## src/sbbh_pkg.sv

```systemverilog
// Shared types, constants and functions for the spectrum bin to bar height block.
// Used by sbbh_isqrt_pipe and spectrum_bin_to_bar_height_top; depends on nothing.
`default_nettype none

package sbbh_pkg;

    localparam int FFT_POINTS = 256;

    localparam int BIN_W    = 8;
    localparam int SAMPLE_W = 16;
    localparam int SQ_W     = 2 * SAMPLE_W - 1;   // largest square is 2^30
    localparam int RAD_W    = 2 * SAMPLE_W;       // sum of two squares
    localparam int ROOT_W   = RAD_W / 2;
    localparam int REM_W    = ROOT_W + 2;
    localparam int BAR_W    = 5;
    localparam int HEIGHT_W = 6;

    localparam int NUM_BARS  = 25;
    localparam int LOW_BARS  = 11;
    localparam int HIGH_BARS = NUM_BARS - LOW_BARS;

    localparam int SQRT_STEPS_PER_STAGE = 4;
    localparam int SQRT_STAGES          = ROOT_W / SQRT_STEPS_PER_STAGE;

    localparam logic [HIGH_BARS-1:0][BIN_W-1:0] HIGH_BINS = {
        8'd115, 8'd90, 8'd77, 8'd64, 8'd51, 8'd45, 8'd38,
        8'd32, 8'd29, 8'd26, 8'd23, 8'd19, 8'd16, 8'd13
    };

    // Halvings of the transform size needed to reach 128 or less
    function automatic int mag_shift_f(input int n);
        int m;
        int s;
        m = n;
        s = 0;
        while (m > 128 && s < 31) begin
            m = m / 2;
            s = s + 1;
        end
        return s;
    endfunction

    localparam int MAG_SHIFT = mag_shift_f(FFT_POINTS);

    typedef struct packed {
        logic             sel;
        logic [BAR_W-1:0] index;
        logic             last;
    } bar_sel_t;

    typedef struct packed {
        logic [REM_W-1:0]  rem;
        logic [ROOT_W-1:0] root;
        logic [RAD_W-1:0]  rad;
    } sqrt_state_t;

    function automatic bar_sel_t bar_of_bin(input logic [BIN_W-1:0] bin);
        bar_sel_t b;
        b.sel   = 1'b0;
        b.index = '0;
        b.last  = 1'b0;
        if (bin >= BIN_W'(1) && bin <= BIN_W'(LOW_BARS)) begin
            b.sel   = 1'b1;
            b.index = BAR_W'(bin - BIN_W'(1));
        end
        for (int k = 0; k < HIGH_BARS; k++) begin
            if (HIGH_BINS[k] == bin) begin
                b.sel   = 1'b1;
                b.index = BAR_W'(LOW_BARS + k);
            end
        end
        b.last = b.sel && (b.index == BAR_W'(NUM_BARS - 1));
        return b;
    endfunction

    // Restoring square root, two radicand bits per step
    function automatic sqrt_state_t sqrt_steps(input sqrt_state_t s);
        sqrt_state_t        t;
        logic [REM_W:0]     rem_w;
        logic [REM_W:0]     trial;
        t = s;
        for (int j = 0; j < SQRT_STEPS_PER_STAGE; j++) begin
            rem_w = {t.rem[REM_W-2:0], t.rad[RAD_W-1 -: 2]};
            trial = {1'b0, t.root, 2'b01};
            t.rad = {t.rad[RAD_W-3:0], 2'b00};
            if (rem_w >= trial) begin
                t.rem  = REM_W'(rem_w - trial);
                t.root = {t.root[ROOT_W-2:0], 1'b1};
            end else begin
                t.rem  = rem_w[REM_W-1:0];
                t.root = {t.root[ROOT_W-2:0], 1'b0};
            end
        end
        return t;
    endfunction

    function automatic logic [HEIGHT_W-1:0] compress(input logic [ROOT_W-1:0] v);
        logic [HEIGHT_W-1:0] h;
        if (v == '0)
            h = HEIGHT_W'(2);
        else if (v < ROOT_W'(5))
            h = HEIGHT_W'(v + ROOT_W'(7));
        else if (v < ROOT_W'(10))
            h = HEIGHT_W'(v + ROOT_W'(5));
        else if (v < ROOT_W'(15))
            h = HEIGHT_W'(v + ROOT_W'(4));
        else if (v >= ROOT_W'(64))
            h = HEIGHT_W'(63);
        else if (v >= ROOT_W'(55))
            h = HEIGHT_W'(v - ROOT_W'(8));
        else
            h = v[HEIGHT_W-1:0];
        return h;
    endfunction

endpackage

`default_nettype wire

```

## src/sbbh_isqrt_pipe.sv

```systemverilog
// Pipelined integer square root of a 32-bit sum of squares, four root bits per stage.
// Carries the bar selection alongside; uses sbbh_pkg.
`default_nettype none

module sbbh_isqrt_pipe (
    input  wire logic                           clk,
    input  wire logic                           rst_n,
    input  wire logic                           in_valid,
    output logic                                in_ready,
    input  wire logic [sbbh_pkg::RAD_W-1:0]     in_rad,
    input  wire sbbh_pkg::bar_sel_t             in_bar,
    output logic                                out_valid,
    input  wire logic                           out_ready,
    output logic [sbbh_pkg::ROOT_W-1:0]         out_root,
    output sbbh_pkg::bar_sel_t                  out_bar
);

    localparam int N = sbbh_pkg::SQRT_STAGES;

    logic                  valid_reg [N];
    sbbh_pkg::sqrt_state_t st_reg    [N];
    sbbh_pkg::bar_sel_t    bar_reg   [N];
    sbbh_pkg::sqrt_state_t st_next   [N];
    logic                  stage_ready [N+1];

    always_comb
    begin
        stage_ready[N] = out_ready;
        for (int k = N - 1; k >= 0; k--) begin
            stage_ready[k] = !valid_reg[k] || stage_ready[k+1];
        end
    end

    always_comb
    begin
        sbbh_pkg::sqrt_state_t seed;
        seed.rem  = '0;
        seed.root = '0;
        seed.rad  = in_rad;
        st_next[0] = sbbh_pkg::sqrt_steps(seed);
        for (int k = 1; k < N; k++) begin
            st_next[k] = sbbh_pkg::sqrt_steps(st_reg[k-1]);
        end
    end

    always_ff @(posedge clk or negedge rst_n)
    begin
        if (!rst_n) begin
            for (int k = 0; k < N; k++) begin
                valid_reg[k] <= 1'b0;
            end
        end else begin
            if (stage_ready[0]) begin
                valid_reg[0] <= in_valid;
            end
            for (int k = 1; k < N; k++) begin
                if (stage_ready[k]) begin
                    valid_reg[k] <= valid_reg[k-1];
                end
            end
        end
    end

    always_ff @(posedge clk)
    begin
        if (stage_ready[0] && in_valid) begin
            st_reg[0]  <= st_next[0];
            bar_reg[0] <= in_bar;
        end
        for (int k = 1; k < N; k++) begin
            if (stage_ready[k] && valid_reg[k-1]) begin
                st_reg[k]  <= st_next[k];
                bar_reg[k] <= bar_reg[k-1];
            end
        end
    end

    assign in_ready  = stage_ready[0];
    assign out_valid = valid_reg[N-1];
    assign out_root  = st_reg[N-1].root;
    assign out_bar   = bar_reg[N-1];

endmodule

`default_nettype wire

```

## src/spectrum_bin_to_bar_height_top.sv

```systemverilog
// Top level: FFT bin in, display bar height out, through squares, sum, root and compress stages.
// Uses sbbh_pkg and sbbh_isqrt_pipe.
//
//  channel | dir | handshake         | payload
//  --------+-----+-------------------+------------------------------------------------
//  s_*     | in  | s_tvalid/s_tready | tdata: bin_re[15:0] bin_im[31:16] bin_number[39:32]
//  m_*     | out | m_tvalid/m_tready | tdata: bar_index[4:0] bar_height[10:5]; tlast: frame_last
//
//  One item enters per cycle while no stall backs up to the input. A bin passes squares, sum,
//  four square-root stages of four root bits each, then compress into the output register.
//  Bins that map to no bar are accepted and dropped at the first stage.
//  Each stage advances when empty or when the stage after it moves, so a stall at m_tready
//  backs up only as far as the full stages and bubbles are squeezed out.
//  Reset clears the valid bits only; no state links one item to the next.
`default_nettype none

module spectrum_bin_to_bar_height_top (
    input  wire logic        clk,
    input  wire logic        rst_n,
    input  wire logic        s_tvalid,
    output logic             s_tready,
    input  wire logic [39:0] s_tdata,   // bin_re[15:0], bin_im[31:16], bin_number[39:32]
    output logic             m_tvalid,
    input  wire logic        m_tready,
    output logic [15:0]      m_tdata,   // bar_index[4:0], bar_height[10:5], zero[15:11]
    output logic             m_tlast
);

    logic signed [sbbh_pkg::SAMPLE_W-1:0] bin_re;
    logic signed [sbbh_pkg::SAMPLE_W-1:0] bin_im;
    logic [sbbh_pkg::BIN_W-1:0]           bin_number;
    sbbh_pkg::bar_sel_t                   in_bar;

    logic signed [2*sbbh_pkg::SAMPLE_W-1:0] prod_re;
    logic signed [2*sbbh_pkg::SAMPLE_W-1:0] prod_im;

    // Squares stage
    logic                          sq_valid_reg;
    logic [sbbh_pkg::SQ_W-1:0]     sq_re_reg;
    logic [sbbh_pkg::SQ_W-1:0]     sq_im_reg;
    sbbh_pkg::bar_sel_t            sq_bar_reg;
    logic                          sq_ready;

    // Sum stage
    logic                          sum_valid_reg;
    logic [sbbh_pkg::RAD_W-1:0]    sum_reg;
    logic [sbbh_pkg::RAD_W-1:0]    sum_next;
    sbbh_pkg::bar_sel_t            sum_bar_reg;
    logic                          sum_ready;

    // Root pipeline
    logic                          rt_in_ready;
    logic                          rt_valid;
    logic [sbbh_pkg::ROOT_W-1:0]   rt_root;
    sbbh_pkg::bar_sel_t            rt_bar;

    // Output stage
    logic                          out_ready;
    logic                          m_valid_reg;
    logic [sbbh_pkg::BAR_W-1:0]    index_reg;
    logic [sbbh_pkg::HEIGHT_W-1:0] height_reg;
    logic                          last_reg;
    logic [sbbh_pkg::ROOT_W-1:0]   mag;
    logic [sbbh_pkg::ROOT_W-1:0]   scaled;
    logic [sbbh_pkg::HEIGHT_W-1:0] height_next;

    assign bin_re     = s_tdata[15:0];
    assign bin_im     = s_tdata[31:16];
    assign bin_number = s_tdata[39:32];
    assign in_bar     = sbbh_pkg::bar_of_bin(bin_number);

    assign prod_re = bin_re * bin_re;
    assign prod_im = bin_im * bin_im;

    assign out_ready = !m_valid_reg || m_tready;
    assign sum_ready = !sum_valid_reg || rt_in_ready;
    assign sq_ready  = !sq_valid_reg || sum_ready;
    assign s_tready  = sq_ready;

    assign sum_next = {1'b0, sq_re_reg} + {1'b0, sq_im_reg};

    // Magnitude scaled by 4, wrapped to 16 bits
    assign mag         = rt_root >> sbbh_pkg::MAG_SHIFT;
    assign scaled      = {mag[sbbh_pkg::ROOT_W-3:0], 2'b00};
    assign height_next = sbbh_pkg::compress(scaled);

    always_ff @(posedge clk or negedge rst_n)
    begin
        if (!rst_n) begin
            sq_valid_reg  <= 1'b0;
            sum_valid_reg <= 1'b0;
            m_valid_reg   <= 1'b0;
        end else begin
            if (sq_ready) begin
                // drop bins that feed no bar
                sq_valid_reg <= s_tvalid && in_bar.sel;
            end
            if (sum_ready) begin
                sum_valid_reg <= sq_valid_reg;
            end
            if (out_ready) begin
                m_valid_reg <= rt_valid;
            end
        end
    end

    always_ff @(posedge clk)
    begin
        if (sq_ready && s_tvalid) begin
            sq_re_reg  <= prod_re[sbbh_pkg::SQ_W-1:0];
            sq_im_reg  <= prod_im[sbbh_pkg::SQ_W-1:0];
            sq_bar_reg <= in_bar;
        end
        if (sum_ready && sq_valid_reg) begin
            sum_reg     <= sum_next;
            sum_bar_reg <= sq_bar_reg;
        end
        if (out_ready && rt_valid) begin
            index_reg  <= rt_bar.index;
            height_reg <= height_next;
            last_reg   <= rt_bar.last;
        end
    end

    sbbh_isqrt_pipe u_isqrt (
        .clk       (clk),
        .rst_n     (rst_n),
        .in_valid  (sum_valid_reg),
        .in_ready  (rt_in_ready),
        .in_rad    (sum_reg),
        .in_bar    (sum_bar_reg),
        .out_valid (rt_valid),
        .out_ready (out_ready),
        .out_root  (rt_root),
        .out_bar   (rt_bar)
    );

    assign m_tvalid = m_valid_reg;
    assign m_tdata  = {5'b0, height_reg, index_reg};
    assign m_tlast  = last_reg;

endmodule

`default_nettype wire

```

## config.mk

```make
export PLATFORM = sky130hd
export DESIGN_NAME = spectrum_bin_to_bar_height_top
export DESIGN_NICKNAME = d
export VERILOG_FILES = /design/src/sbbh_pkg.sv /design/src/sbbh_isqrt_pipe.sv /design/src/spectrum_bin_to_bar_height_top.sv
export SDC_FILE = /design/constraint.sdc
export NUM_CORES = 2
export LEC_CHECK = 0
export CAP_MARGIN = 25
export CORE_ASPECT_RATIO = 0.8
export CORE_MARGIN = 2
export CORE_UTILIZATION = 51
export DETAILED_ROUTE_END_ITERATION = 10
export DONT_BUFFER_PORTS = 1
export GPL_TIMING_DRIVEN = 0
export PLACE_DENSITY = 0.66
export SKIP_LAST_GASP = 1
export SLEW_MARGIN = 20
export SYNTH_ARGS = -nofsm -noshare
export SYNTH_HDL_FRONTEND = slang
export SYNTH_SLANG_ARGS = --single-unit
```

## constraint.sdc

```tcl
create_clock -name clk -period 15 [get_ports clk]
set_input_delay 3.75 -clock clk [delete_from_list [all_inputs] [get_ports clk]]
set_output_delay 3.75 -clock clk [all_outputs]
set_load 0.05 [all_outputs]
```

* Word level (Yosys, flattened, before mapping)
Memories as Yosys holds them, arrays and structs flattened. A register that Yosys moved wholly into a read port is not among the register bits. Cells that the tools add are included.
Storage, ports and cells: flip-flop bits (word level) 121, bits in writable memories 260, output and inout port bits 19, word-level logic and storage cells 150, memories 2
Memories:
- u_isqrt.st_reg | words 4, width 58, rd ports 4, clocked after Yosys merged registers in 0, write ports 4, RTL line sbbh_isqrt_pipe.sv:21 | sbbh_pkg::sqrt_state_t st_reg [N];
- u_isqrt.bar_reg | words 4, width 7, rd ports 4, clocked after Yosys merged registers in 1, write ports 4, RTL line sbbh_isqrt_pipe.sv:22 | sbbh_pkg::bar_sel_t bar_reg [N];
Cells by class: add/subtract/negate cells 22, multiply operators 2, magnitude comparators 23, equality and inequality tests 15, muxes and demuxes 44, reduce and logical (&&, ||, !) cells 25
Operator list (count):
- 33-bit 2-to-1 mux | 12
- 19-bit by 18-bit greater-or-equal comparator with 1-bit output | 15
- 17-bit subtractor | 11
- 34-bit 2-to-1 mux | 4
- 6-bit 2-to-1 mux | 20
- 18-bit subtractor | 4
- 16-bit by 16-bit multiplier with 31-bit output | 2
- 5-bit by 8-bit equality test with 1-bit output, first input constant | 5
- 31-bit by 31-bit adder with 32-bit output | 1
- 6-bit by 8-bit equality test with 1-bit output, first input constant | 4
- 7-bit by 8-bit equality test with 1-bit output, first input constant | 4
- 16-bit by 4-bit < comparator with 1-bit output, second input constant | 2
- 6-bit by 3-bit adder with 6-bit output, second input constant | 3
- 16-bit by 6-bit greater-or-equal comparator with 1-bit output, second input constant | 1
- 16-bit by 7-bit greater-or-equal comparator with 1-bit output, second input constant | 1
- 16-bit zero test | 1
- 16-bit by 3-bit < comparator with 1-bit output, second input constant | 1
- 1-bit logical AND | 10
- 4-bit by 8-bit equality test with 1-bit output, first input constant | 1
- 8-bit by 1-bit greater-or-equal comparator with 1-bit output, second input constant | 1
- 8-bit by 4-bit less-or-equal comparator with 1-bit output, second input constant | 1
- 1-bit 2-to-1 mux | 8
- 1-bit zero test | 7
- 1-bit logical OR | 7
- other kinds (5) | 5

* Logic depth before layout (Yosys ltp)
depth after elaboration 19, mapped depth 47, mapped depth without buffers 40

* Cells and area by module
From an unflattened synthesis, not the netlist that was laid out.
Second synthesis, totals: cell total of the unflattened synthesis 4098, area total of the unflattened synthesis 38600.8 sq um
By module, submodules not included:
- spectrum_bin_to_bar_height_top | instances 1, cells an instance 2358, area each 23059.6 sq um, seq. area each 3618.5 sq um
- sbbh_isqrt_pipe | instances 1, cells an instance 1740, area each 15541.2 sq um, seq. area each 5114.9 sq um

* Worst setup path after synthesis
OpenSTA, ideal clock, no wires.
path type input -> register, start point in s_tdata[5], end point reg sq_re_reg[30] (netlist name), data pin, arrival 9.917 ns, required time 14.732 ns, path slack 4.816 ns, stages on the path 24, path buffers 2, path through clkbuf_1 -> clkbuf_1 -> nand2_1 -> fa_1 -> inv_1 -> fa_1 -> inv_1 -> fa_1 -> inv_1 -> fa_1 -> inv_1 -> fa_1 -> inv_1 -> fa_1 -> ha_1 -> or3_1 -> o21ai_0 -> o21ai_0 -> o41ai_1 -> o21ai_0 -> o41ai_1 -> o21ai_0 -> o41ai_1 -> xnor2_1
On the way: word-level cells in the longest chain between the ends 1
RTL lines:
- from (decl) | RTL line spectrum_bin_to_bar_height_top.sv:22 | input wire logic [39:0] s_tdata,
- 16-bit by 16-bit multiplier with 31-bit output | RTL line spectrum_bin_to_bar_height_top.sv:72 | assign prod_re = bin_re * bin_re;
- net prod_re (one bit) | RTL line spectrum_bin_to_bar_height_top.sv:34 | logic signed [2*sbbh_pkg::SAMPLE_W-1:0] prod_re;
- to (signal assigned) | RTL line spectrum_bin_to_bar_height_top.sv:110 | sq_re_reg <= prod_re[sbbh_pkg::SQ_W-1:0];
- to (decl) | RTL line spectrum_bin_to_bar_height_top.sv:39 | logic [sbbh_pkg::SQ_W-1:0] sq_re_reg;
The timed path passes the listed nets, and every way through them passes these cells. A chain may end at the register's enable or synchronous reset.

==> results_dict.tcl <==
set metrics [dict create \
    largest_reg_flops 131 \
    critPathKind "reg -> reg" \
    via_count_of_the_first_global_routing_pass 25320 \
    flow.area_growth_from_synthesis_pct 6.361 \
    clock-skew-final_ns 0.03510 \
    grt_start_max_net_pins 34 \
    critical_path_arrival_ns 13.33 \
    postLayoutCoreUtil_pct 55.00 \
    synthesis.instances 3667 \
    place_area_um2 37120 \
    setup.worst_path.end_class "flop" \
    routed_via_density 5.378 \
    number_of_antenna_repair_diodes 0 \
    synth_enable_flop_cells 267 \
    core_area_um2 69190 \
    cts_tree "built" \
    number_of_antenna_violating_nets_in_the_routed_design 0 \
    die_height_um 240.9 \
    global_route.overflow_total 0 \
    most-common-layout-cells "sky130_fd_sc_hd__inv_1, sky130_fd_sc_hd__fa_1, sky130_fd_sc_hd__ha_1" \
    antenna_found_initial 1 \
    start_kind "flop" \
    worst-slew-pin-transition_ns 0.9658 \
    hpwl_mm 65.26 \
    floorplan.initialDensity_pct 51.71 \
    cts_buffer_depth 3 \
    multi_input_area_um2 24710 \
    post_cts.repair.setup_buffers 0 \
    place.gp.congestion 0.9408 \
    die_w_um 300.1 \
    cts_root_buf "sky130_fd_sc_hd__clkbuf_16" \
    fin_nets 4558 \
    timing.critical_path.buf_inv 13 \
    postSynthRegisterBits 274 \
    slowest_cell_delay_on_critical_path_ns 0.68 \
    number_of_core_rows 86 \
    design.die.area_um2 72300 \
    synth-seq-area-share_pct 22.90 \
    drt-pass1-iter-count 5 \
    grt_first_pass_wirelength_mm 131.4 \
    routedWlPerCell_um 16.88 \
    outcome "complete, no violations" \
    syn_area_um2 35780 \
    postCtsResizedCells 0 \
    drt_first_iter_violations 1677 \
    timing.critical_path.fanout_max 10 \
    timing_max_transition_violations_final 0 \
    number_of_different_library_cells_in_the_post_synthesis_netlist 92 \
    worst_path_max_delay_cell "sky130_fd_sc_hd__nor2_1" \
    slew-limit-headroom_pct 35.61 \
    worstHoldPathType "reg -> reg" \
    achievable-frequency_mhz 76.95 \
    maxCapViolations 0 \
    synth_ff_type "sky130_fd_sc_hd__edfxtp_1" \
    rsz0062_at_grt "false" \
    fillers 6171 \
    min_period_ns 13.00 \
    worstPathRequired_ns 15.33 \
    cts.sinks 274 \
    whs_ns 0.3892 \
    clock_insertion_delay_worst_skew_ns 0.58 \
    synthesis.area_per_instance_um2 9.756 \
    crit_top_cell "sky130_fd_sc_hd__clkbuf_1" \
    async_reset_ff_share_pct 2.555 \
    timing.final.crit_share_pct 86.64 \
    cts_hold_buffers 0 \
    layout-drive-gt1-share_pct 3.776 \
    input_output_buffers 0 \
    routed_wirelength_mm 78.62 \
    vias 25050 \
    route.detailed.drc 0 \
    clk_transition_reported_paths_ns 0.07 \
    ff_latch_area_um2 8193 \
    finalSetupTns_ns 0 \
    layout.cells.most_common "sky130_fd_sc_hd__inv_1" \
    design.portCount 63 \
    clock_tree.htree_level_count 1 \
    ys.warnings.count 0 \
    number_of_failing_setup_endpoints_in_the_final_timing_report 0 \
    globalRouteTotalUtil_pct 22.58 \
    cts_buffers 28 \
    cpLargestDelayFamily "buffers and inverters" \
    finalInstanceArea_um2 38050 \
    count_of_final_hold_check_violations 0 \
]
-- cells in the mapped netlist (all sizes together) (6+ instances only) --
cell	number	share of area [%]
a211oi	24	0.54
and4	6	0.15
a2111oi	8	0.23
or2	22	0.38
clkbuf	75	0.79
inv	677	7.1
nand2b	37	0.65
ha	336	12
a211o	7	0.17
xnor2	172	4.2
nor3b	12	0.25
o211ai	11	0.23
fa	466	26
o31ai	20	0.42
nand4	21	0.37
mux2	25	0.79
nor4	14	0.29
xor2	54	1.3
nand2	280	3.0
a21oi	163	2.3
nand3	56	0.78
o21bai	23	0.48
nor2b	36	0.63
o21a	30	0.63
nor2	216	2.3
and2	123	2.2
dfrtp	7	0.49
o22ai	7	0.12
or3	27	0.50
o211a	7	0.20
o21ai	114	1.6
and3	22	0.38
nor3	68	0.98
o311ai	7	0.17
or4	12	0.27
a31oi	22	0.38
a21boi	10	0.21
a221oi	7	0.17
mux2i	20	0.56
nand3b	6	0.13
edfxtp	267	22
buf	13	0.25
o41ai	13	0.32
a21o	45	0.94
-- worst register-to-register path, delay by kind of cell (launching register included) --
kind | cells | cell delay [ns]
buffers and inverters | 13 | 4.25
AO/OA/AOI/OAI | 16 | 4.25
AND/OR/NAND/NOR | 7 | 2.07
adder cells (fa/ha/maj) | 4 | 1.32
flip-flops | 1 | 0.48
multiplexers | 1 | 0.37
-- worst paths after layout --
kind                       slack (ns)  cells after the start                  start                     to
min in group asynchronous        2.89                      0                  rst_n           sq_valid_reg
max in group asynchronous       12.04                      0                  rst_n      u_isqrt.out_valid
max                              2.00                     41  u_isqrt.st_reg[1][31]  u_isqrt.st_reg[2][44]
max reg2reg                      2.00                     41  u_isqrt.st_reg[1][31]  u_isqrt.st_reg[2][44]
min                              0.39                      0             sum_reg[5]   u_isqrt.st_reg[0][5]
min reg2reg                      0.39                      0             sum_reg[5]   u_isqrt.st_reg[0][5]
-- routing by layer --
layer  share of wire (%)  wire length [um]  track usage, %
met1                  48             37910           33.57
met2                  44             34960           35.28
met3                 5.5              4350           3.592
met4                 1.8              1392           4.167
met5                   0                 0               0
-- cells by family after synthesis --
logic type / Yosys count / share of synthesized area [%]
adders and majority gates: 802 / 37.83
buffers and inverters: 767 / 8.166
other: 2 / 0.02099
DFF: 274 / 22.90
and+or+nand+nor: 977 / 13.63
xor gates and xnor gates: 226 / 5.533
AOI/OAI and AO/OA: 574 / 10.58
muxes: 45 / 1.346
-- metrics by stage --
| step | instances | setup slack [ns] |
|---|---|---|
| finish | 4658 | 2.004 |
| global route | 4658 | 1.068 |
| CTS | 4655 | 2.034 |
| detailed placement | 4603 | 2.086 |
| global placement | 4596 | 2.104 |
| floorplan | 3672 | 4.816 |
-- area by class of cell --
cell class | count | area share [%]
inverter | 679 | 6.704
timing repair buffer | 10 | 0.4143
clock buffer | 30 | 1.887
sequential | 274 | 21.53
clock inverter | 22 | 0.5162
tap | 924 | 3.038
buffer | 88 | 0.9733
multi-input combinational | 2631 | 64.94
Power is not shown: default switching activity piles up to over one toggle a cycle in this logic, so the estimate is an artifact.
